$ cat src/rtl/core/sar_pkg.sv
// Shared command codes, mirroring codes and register-set type for the scroll address unit.
`default_nettype none

package sar_pkg;

  localparam int unsigned ADDR_W = 15;
  localparam int unsigned CMD_W = 4;
  localparam int unsigned DATA_W = 8;
  localparam int unsigned MODE_W = 3;
  localparam int unsigned INDEX_W = 12;

  // Command codes.
  localparam logic [CMD_W-1:0] CMD_CTRL_WRITE   = 4'd0;
  localparam logic [CMD_W-1:0] CMD_SCROLL_WRITE = 4'd1;
  localparam logic [CMD_W-1:0] CMD_ADDR_WRITE   = 4'd2;
  localparam logic [CMD_W-1:0] CMD_STATUS_READ  = 4'd3;
  localparam logic [CMD_W-1:0] CMD_DATA_ACCESS  = 4'd4;
  localparam logic [CMD_W-1:0] CMD_COARSE_X_INC = 4'd5;
  localparam logic [CMD_W-1:0] CMD_Y_INC        = 4'd6;
  localparam logic [CMD_W-1:0] CMD_COPY_X       = 4'd7;
  localparam logic [CMD_W-1:0] CMD_COPY_Y       = 4'd8;

  // Nametable mirroring codes.
  localparam logic [MODE_W-1:0] MIRROR_HORIZONTAL = 3'd0;
  localparam logic [MODE_W-1:0] MIRROR_VERTICAL   = 3'd1;
  localparam logic [MODE_W-1:0] MIRROR_SINGLE_LO  = 3'd2;
  localparam logic [MODE_W-1:0] MIRROR_SINGLE_HI  = 3'd3;
  localparam logic [MODE_W-1:0] MIRROR_FOUR       = 3'd4;

  // Bits copied from temp to current by the horizontal and vertical copies.
  localparam logic [ADDR_W-1:0] HORIZ_BITS = 15'h041F;
  localparam logic [ADDR_W-1:0] VERT_BITS  = 15'h7BE0;

  localparam logic [4:0] COARSE_Y_LAST_ROW = 5'd29;
  localparam logic [4:0] COARSE_Y_MAX      = 5'd31;

  typedef struct packed {
    logic [ADDR_W-1:0] vram;
    logic [ADDR_W-1:0] temp;
    logic [2:0]        fine_x;
    logic              second_write;
    logic              step_by_row;
  } scroll_regs_t;

endpackage

`default_nettype wire

$ cat src/rtl/core/sar_step.sv
// Next-state logic of the scroll registers for one command.
`default_nettype none

module sar_step (
  input  sar_pkg::scroll_regs_t           cur,
  input  logic [sar_pkg::CMD_W-1:0]       command,
  input  logic [sar_pkg::DATA_W-1:0]      write_data,
  output sar_pkg::scroll_regs_t           nxt
);
  import sar_pkg::*;

  logic [4:0] cur_row;

  always_comb begin
    nxt = cur;
    cur_row = cur.vram[9:5];
    unique case (command)
      CMD_CTRL_WRITE: begin
        nxt.step_by_row = write_data[2];
        nxt.temp[11:10] = write_data[1:0];
      end
      CMD_SCROLL_WRITE: begin
        if (!cur.second_write) begin
          nxt.temp[4:0] = write_data[7:3];
          nxt.fine_x = write_data[2:0];
        end else begin
          nxt.temp[14:12] = write_data[2:0];
          nxt.temp[9:5] = write_data[7:3];
        end
        nxt.second_write = ~cur.second_write;
      end
      CMD_ADDR_WRITE: begin
        if (!cur.second_write) begin
          nxt.temp[14] = 1'b0;
          nxt.temp[13:8] = write_data[5:0];
        end else begin
          nxt.temp[7:0] = write_data;
          nxt.vram = {cur.temp[14:8], write_data};
        end
        nxt.second_write = ~cur.second_write;
      end
      CMD_STATUS_READ: begin
        nxt.second_write = 1'b0;
      end
      CMD_DATA_ACCESS: begin
        nxt.vram = cur.vram + (cur.step_by_row ? 15'd32 : 15'd1);
      end
      CMD_COARSE_X_INC: begin
        // Wrapping past the last column switches the horizontal nametable.
        if (cur.vram[4:0] == 5'd31) begin
          nxt.vram[4:0] = 5'd0;
          nxt.vram[10] = ~cur.vram[10];
        end else begin
          nxt.vram[4:0] = cur.vram[4:0] + 5'd1;
        end
      end
      CMD_Y_INC: begin
        if (cur.vram[14:12] != 3'd7) begin
          nxt.vram[14:12] = cur.vram[14:12] + 3'd1;
        end else begin
          nxt.vram[14:12] = 3'd0;
          // Leaving the last visible row switches the vertical nametable;
          // the last row of the attribute area wraps without switching.
          if (cur_row == COARSE_Y_LAST_ROW) begin
            nxt.vram[9:5] = 5'd0;
            nxt.vram[11] = ~cur.vram[11];
          end else if (cur_row == COARSE_Y_MAX) begin
            nxt.vram[9:5] = 5'd0;
          end else begin
            nxt.vram[9:5] = cur_row + 5'd1;
          end
        end
      end
      CMD_COPY_X: begin
        nxt.vram = (cur.vram & VERT_BITS) | (cur.temp & HORIZ_BITS);
      end
      CMD_COPY_Y: begin
        nxt.vram = (cur.vram & HORIZ_BITS) | (cur.temp & VERT_BITS);
      end
      default: begin
        nxt = cur;
      end
    endcase
  end

endmodule

`default_nettype wire

$ cat src/rtl/core/sar_fetch.sv
// Mirrored tile and attribute fetch indexes derived from the current address.
`default_nettype none

module sar_fetch (
  input  logic [sar_pkg::INDEX_W-1:0] vram,
  input  logic [sar_pkg::MODE_W-1:0]  mirroring_mode,
  output logic [sar_pkg::INDEX_W-1:0] tile_idx,
  output logic [sar_pkg::INDEX_W-1:0] attr_index,
  output logic [2:0]                  shift
);
  import sar_pkg::*;

  logic [INDEX_W-1:0] tile_off;
  logic [INDEX_W-1:0] attr_off;

  function automatic logic [INDEX_W-1:0] mirror(input logic [INDEX_W-1:0] off,
                                                input logic [MODE_W-1:0] mode);
    logic [INDEX_W-1:0] res;
    begin
      unique case (mode)
        MIRROR_HORIZONTAL: res = {1'b0, off[11], off[9:0]};
        MIRROR_VERTICAL:   res = {1'b0, off[10], off[9:0]};
        MIRROR_SINGLE_LO:  res = {2'b00, off[9:0]};
        MIRROR_SINGLE_HI:  res = {2'b01, off[9:0]};
        default:           res = off;
      endcase
      return res;
    end
  endfunction

  assign tile_off = vram[11:0];
  // Attribute byte sits at the end of the nametable, one byte per 4x4 tiles.
  assign attr_off = {vram[11:10], 4'b1111, vram[9:7], vram[4:2]};

  assign tile_idx = mirror(tile_off, mirroring_mode);
  assign attr_index = mirror(attr_off, mirroring_mode);
  assign shift = {vram[6], vram[1], 1'b0};

endmodule

`default_nettype wire

$ cat src/rtl/core/scroll_address_register_unit.sv
// Top level of the scroll and video-address register unit.
`default_nettype none

// Scroll address register unit. Each accepted command is captured in an input
// register and applied, as it leaves that register, to the current address,
// the temporary address, the fine X scroll, the write toggle and the
// increment-by-32 bit; the result register then holds both addresses, the
// scroll state and the mirrored tile and attribute fetch indexes computed from
// the updated current address. One command is accepted every cycle unless both
// stages are full; the only loop is the update of the register set. The input
// register keeps taking commands while a result waits, stalling only when both
// stages are full. The mirroring mode is written through cfg_write_en and
// cfg_write_data and should change only while no command is in flight; codes
// above four-screen behave as four-screen.
module scroll_address_register_unit (
  input  logic                          clk,
  input  logic                          rst,
  input  logic                          cfg_write_en,
  input  logic [sar_pkg::MODE_W-1:0]    cfg_write_data,
  input  logic                          in_valid,
  output logic                          in_ready,
  input  logic [sar_pkg::CMD_W-1:0]     command,
  input  logic [sar_pkg::DATA_W-1:0]    write_data,
  output logic                          out_valid,
  input  logic                          out_ready,
  output logic [sar_pkg::ADDR_W-1:0]    vram_addr,
  output logic [sar_pkg::ADDR_W-1:0]    temp_addr,
  output logic [2:0]                    fine_x,
  output logic                          toggle_state,
  output logic [sar_pkg::INDEX_W-1:0]   tile_fetch_index,
  output logic [sar_pkg::INDEX_W-1:0]   attr_fetch_index,
  output logic [2:0]                    attr_shift
);
  import sar_pkg::*;

  logic [MODE_W-1:0]  mirroring_mode;

  // Input stage.
  logic               s1_valid;
  logic [CMD_W-1:0]   s1_command;
  logic [DATA_W-1:0]  s1_write_data;
  logic               advance;

  // Architectural register set and its next value.
  scroll_regs_t       regs;
  scroll_regs_t       regs_next;

  logic [INDEX_W-1:0] tile_idx_next;
  logic [INDEX_W-1:0] attr_index_next;
  logic [2:0]         shift_next;

  // The input stage moves on whenever the result register is empty or its
  // current result is being transferred out in this cycle.
  assign advance  = s1_valid && (!out_valid || out_ready);
  assign in_ready = !s1_valid || advance;

  always_ff @(posedge clk) begin
    if (rst) begin
      mirroring_mode <= MIRROR_HORIZONTAL;
    end else if (cfg_write_en) begin
      mirroring_mode <= cfg_write_data;
    end
  end

  always_ff @(posedge clk) begin
    if (rst) begin
      s1_valid <= 1'b0;
    end else if (in_ready) begin
      s1_valid <= in_valid;
    end
  end

  always_ff @(posedge clk) begin
    if (in_valid && in_ready) begin
      s1_command <= command;
      s1_write_data <= write_data;
    end
  end

  sar_step u_step (
    .cur        (regs),
    .command    (s1_command),
    .write_data (s1_write_data),
    .nxt        (regs_next)
  );

  // Only the nametable part of the address feeds the fetch indexes.
  sar_fetch u_fetch (
    .vram           (regs_next.vram[INDEX_W-1:0]),
    .mirroring_mode (mirroring_mode),
    .tile_idx       (tile_idx_next),
    .attr_index     (attr_index_next),
    .shift          (shift_next)
  );

  // The register set changes exactly once per command, as it leaves the
  // input stage.
  always_ff @(posedge clk) begin
    if (rst) begin
      regs <= '0;
    end else if (advance) begin
      regs <= regs_next;
    end
  end

  always_ff @(posedge clk) begin
    if (rst) begin
      out_valid <= 1'b0;
    end else if (advance) begin
      out_valid <= 1'b1;
    end else if (out_ready) begin
      out_valid <= 1'b0;
    end
  end

  always_ff @(posedge clk) begin
    if (advance) begin
      vram_addr        <= regs_next.vram;
      temp_addr        <= regs_next.temp;
      fine_x           <= regs_next.fine_x;
      toggle_state     <= regs_next.second_write;
      tile_fetch_index <= tile_idx_next;
      attr_fetch_index <= attr_index_next;
      attr_shift       <= shift_next;
    end
  end

  // A status read always leaves the toggle cleared.
  a_status_clears_toggle: assert property (@(posedge clk) disable iff (rst)
    advance && s1_command == CMD_STATUS_READ |=> !regs.second_write)
    else $error("status read did not clear the write toggle");

  // The second address write copies the completed temp address to current.
  a_addr_second_write: assert property (@(posedge clk) disable iff (rst)
    advance && s1_command == CMD_ADDR_WRITE && regs.second_write
      |=> regs.vram == regs.temp)
    else $error("second address write did not load the current address");

  // Commands that are not register writes never touch the temp address.
  a_temp_kept: assert property (@(posedge clk) disable iff (rst)
    advance && s1_command != CMD_CTRL_WRITE && s1_command != CMD_SCROLL_WRITE
      && s1_command != CMD_ADDR_WRITE |=> $stable(regs.temp))
    else $error("temp address changed on a non-write command");

  // The result register mirrors the register set while it holds a result.
  a_result_matches_regs: assert property (@(posedge clk) disable iff (rst)
    out_valid |-> vram_addr == regs.vram && temp_addr == regs.temp
      && toggle_state == regs.second_write)
    else $error("result register out of step with the register set");

  // Stalling the input only happens with both stages full.
  a_stall_only_when_full: assert property (@(posedge clk) disable iff (rst)
    !in_ready |-> s1_valid && out_valid && !out_ready)
    else $error("input stalled with room in the pipeline");

endmodule

`default_nettype wire
$ cat config.mk
export PLATFORM = sky130hd
export DESIGN_NAME = scroll_address_register_unit
export DESIGN_NICKNAME = d
export VERILOG_FILES = /design/src/rtl/core/sar_pkg.sv /design/src/rtl/core/sar_step.sv /design/src/rtl/core/sar_fetch.sv /design/src/rtl/core/scroll_address_register_unit.sv
export SDC_FILE = /design/constraint.sdc
export NUM_CORES = 1
export LEC_CHECK = 0
export BUFFER_PORTS_ARGS = -buffer_cell sky130_fd_sc_hd__buf_2
export CAP_MARGIN = 20
export CORE_UTILIZATION = 25
export CTS_CLUSTER_SIZE = 25
export DETAILED_ROUTE_END_ITERATION = 8
export GPL_TIMING_DRIVEN = 0
export PLACE_DENSITY_LB_ADDON = 0.3
export RECOVER_POWER = 50
export REMOVE_ABC_BUFFERS = 1
export SLEW_MARGIN = 15
export SYNTH_ARGS = -nofsm -noshare
export SYNTH_HDL_FRONTEND = slang
export SYNTH_SLANG_ARGS = --single-unit
$ cat constraint.sdc
create_clock -name clk -period 7.7 [get_ports clk]
set_input_delay 1.54 -clock clk [delete_from_list [all_inputs] [get_ports clk]]
set_output_delay 1.54 -clock clk [all_outputs]
set_load 0.1 [all_outputs]
==> impl_metrics.tcl <==
set metrics [dict create \
    r2r_cells 6 \
    critPathMaxStageDelay_ps 300 \
    synth_top_cells_by_count "nor2_1 (76), edfxtp_1 (48), dfxtp_1 (40)" \
    synth_area_leader_cell "edfxtp_1" \
    grt_overflow_total 0 \
    grt_pass1_wl_mm 21.69 \
    startpoint_type "input pin" \
    cap_violations 1 \
    synth.avg_cell_area_um2 9.196 \
    ctsLongestPathBuffers 2 \
    synth.top_cell.area_share_pct 29.02 \
    worst_pin_slew_ps 2166 \
    yosys-top-cells-area "edfxtp_1 (29%), dfxtp_1 (16%), nor2_1 (5.7%)" \
    cts_buffers 9 \
    worstReg2RegEnd "tile_fetch_index[10]" \
    fin_tns_setup_ps 0 \
    hold_buffers 0 \
    start_util_pct 25.52 \
    r2r_start "s1_command[2]" \
    yosysSeqAreaShare_pct 45.15 \
    wl_per_cell_um 16.51 \
    dp_cells 830 \
    setup.worst_path.end "in_ready" \
    dieArea_mm2 0.02043 \
    grt_pass1_vias 3922 \
    drt_iter0_markers 288 \
    drc 0 \
    routed_wirelength_mm 13.96 \
    vias 4238 \
    critical_path.most_common_cell "buf_2" \
    ys_types 73 \
    dieHeight_um 142.9 \
    violations "capacitance limit, slew limit" \
    max_freq_mhz 264.8 \
    crit_path_max_fanout 4 \
    min_period_ps 3777 \
    rows 51 \
    syn-cell-area_mm2 0.004966 \
    critPathBufInv 2 \
    htreeDepth 3 \
    setup_violations 0 \
    post_drt_via_cell_ratio 5.009 \
    post-route-period-util_pct 49.05 \
    synth_edf_count 48 \
    crit_arrival_ps 2240 \
    cp-end-kind "primary output" \
    first_pass_iters 5 \
    clock-sinks 88 \
    path_class "in -> out" \
    synth_flop_cell "edfxtp_1" \
    crit_chain "buf_2 -> nor2b_1 -> nand2_1 -> buf_2" \
    cts_setup_buffers 0 \
    fin_skew_ps 12.26 \
    dp_hpwl_mm 9.531 \
    p_per_area_mw_per_mm2 219.7 \
    fp.dieW_um 142.9 \
    io_pins 83 \
    syn_inst 540 \
    place_congestion 0.8490 \
    peakVddDrop_v 0.00009913 \
    antenna_cells 0 \
    cts_tree "built" \
    drive_gt1_share_pct 9.122 \
    final_util_pct 28.76 \
    regToRegSetupSlack_ps 4490 \
    status "complete, but fails checks" \
    async_reset_ff_share_pct 0 \
    crit_cells 4 \
    worst_path_max_delay_cell "buf_2" \
    ant_nets 0 \
    slew_viol_final 42 \
    port_buffers 77 \
    grt_antenna_before_repair 0 \
    coreArea_mm2 0.01946 \
    clk_latency_ps 360 \
    ys_warn_count 0 \
    power.leakage_nw 1.943 \
    fin_nets 606 \
    ys_ff_latch 88 \
    crit_path_start "out_ready" \
    grt.total_usage_pct 13.93 \
    grt_max_degree 78 \
    cp_top_family "buffers and inverters" \
    syn_to_final_growth_pct 12.72 \
    rsz0062_at_grt "false" \
    final_cells 846 \
    hold_violations 0 \
    worst-endpoint-required_ps 6160 \
    hp-class "reg -> reg" \
    synth.most_common_cell "nor2_1" \
    relSlewSlack_pct -44.37 \
    post_cts_resized 0 \
    cts.clk_slew.worst_paths_ps 70 \
    clockRootBuffer "clkbuf_16" \
]
## layer usage
layer / vias up / part of all wire [%] / GRT usage [%]
li1: 2020 / - / -
met1: 2052 / 48 / 19.39
met2: 150 / 45 / 21.26
met3: 16 / 5.4 / 2.414
met4: 0 / 1.5 / 5.546
met5: - / 0 / 0
## metrics by stage
| step | total power [W] | area (um2) | worst slack [ps] | hold WS, ps |
|---|---|---|---|---|
| 3_5_place_dp | 0.0008147 | 5393 | 3713 | 492.2 |
| 4_1_cts | 0.001247 | 5685 | 3920 | 502.2 |
| 3_3_place_gp | 0.0008132 | 5354 | 1300 | 482.8 |
| 2_1_floorplan | 0.0007573 | 4637 | 3060 | 443.8 |
| 5_1_grt | 0.001280 | 5598 | 3792 | 533.3 |
| 6_report | 0.001230 | 5598 | 3923 | 498.2 |
## area by class of cell
cell class	count	area, um2
Inverter	21	83.83
Clock buffer	9	225.2
Sequential cell	88	2242
Multi-Input combinational cell	377	2310
Tap cell	265	331.6
Clock inverter	7	67.56
Timing Repair Buffer	79	337.8
Fill cell	2067	13860
## sequential cells by signal, summed over array words and instances, names as in the netlist
register and flops:
mirroring_mode 3, out_valid 1, s1_write_data 8, tile_fetch_index 1, fine_x 3, regs 35, toggle_state 1, s1_command 4
attr_fetch_index 1, s1_valid 1, vram_addr 15, temp_addr 15
## cells in the final DEF (no fill, tap or decap), types with 3 or more instances in the layout
master	count
a21oi_1	34
o21ai_0	29
o211ai_1	6
clkinvlp_4	3
buf_2	24
a221o_1	6
and3_1	5
clkbuf_16	9
nand3b_1	4
edfxtp_1	48
nor4_1	3
dfxtp_1	40
mux2i_1	13
a22oi_1	7
nor3_1	26
nor2_1	76
nand2b_1	6
a31oi_1	3
o22ai_1	6
nand2_1	38
a311oi_1	7
ha_1	10
nand3_1	12
nor2b_1	7
conb_1	5
clkbuf_1	54
a211oi_1	4
a32oi_1	5
inv_1	20
o21a_1	10
## worst register-to-register path: cells and delay by family, from the launching register on
kind,cells,cell delay [ps]
and+or+nand+nor,2,1110
AOI/OAI and AO/OA,3,790
DFF,1,780
buffers and inverters,1,410
## how the worst min path moves through the flow
stage,from,endpoint,slack [ps],depth (start not counted)
4_1_cts,regs[3],regs[3],500,2
5_1_grt,regs[2],regs[2],530,2
3_5_place_dp,regs[3],regs[3],490,2
3_3_place_gp,regs[2],regs[2],480,2
6_report,regs[3],regs[3],500,2
2_1_floorplan,regs[12],regs[12],440,2
## cell families (layout without fill, tap and decap cells)
kind of cell	count (synthesis)	count (layout)	synth area share [%]
mux	16	16	3.300
flops	88	88	45.15
fa+ha+maj	11	11	2.721
xor+xnor	4	4	0.7056
compound gates	144	144	20.53
other cells	2	5	0.1512
simple gates	197	197	19.00
buf+inv	78	116	8.440
## where the power goes
| part | internal (W) | leakage (nW) | switching (W) |
|---|---|---|---|
| registers | 0.000524 | 0.787 | 0.0000336 |
| clock network | 0.000225 | 0.133 | 0.000205 |
| logic | 0.0000452 | 1.02 | 0.000196 |
Note: power is estimated with default switching activity, not from simulation.
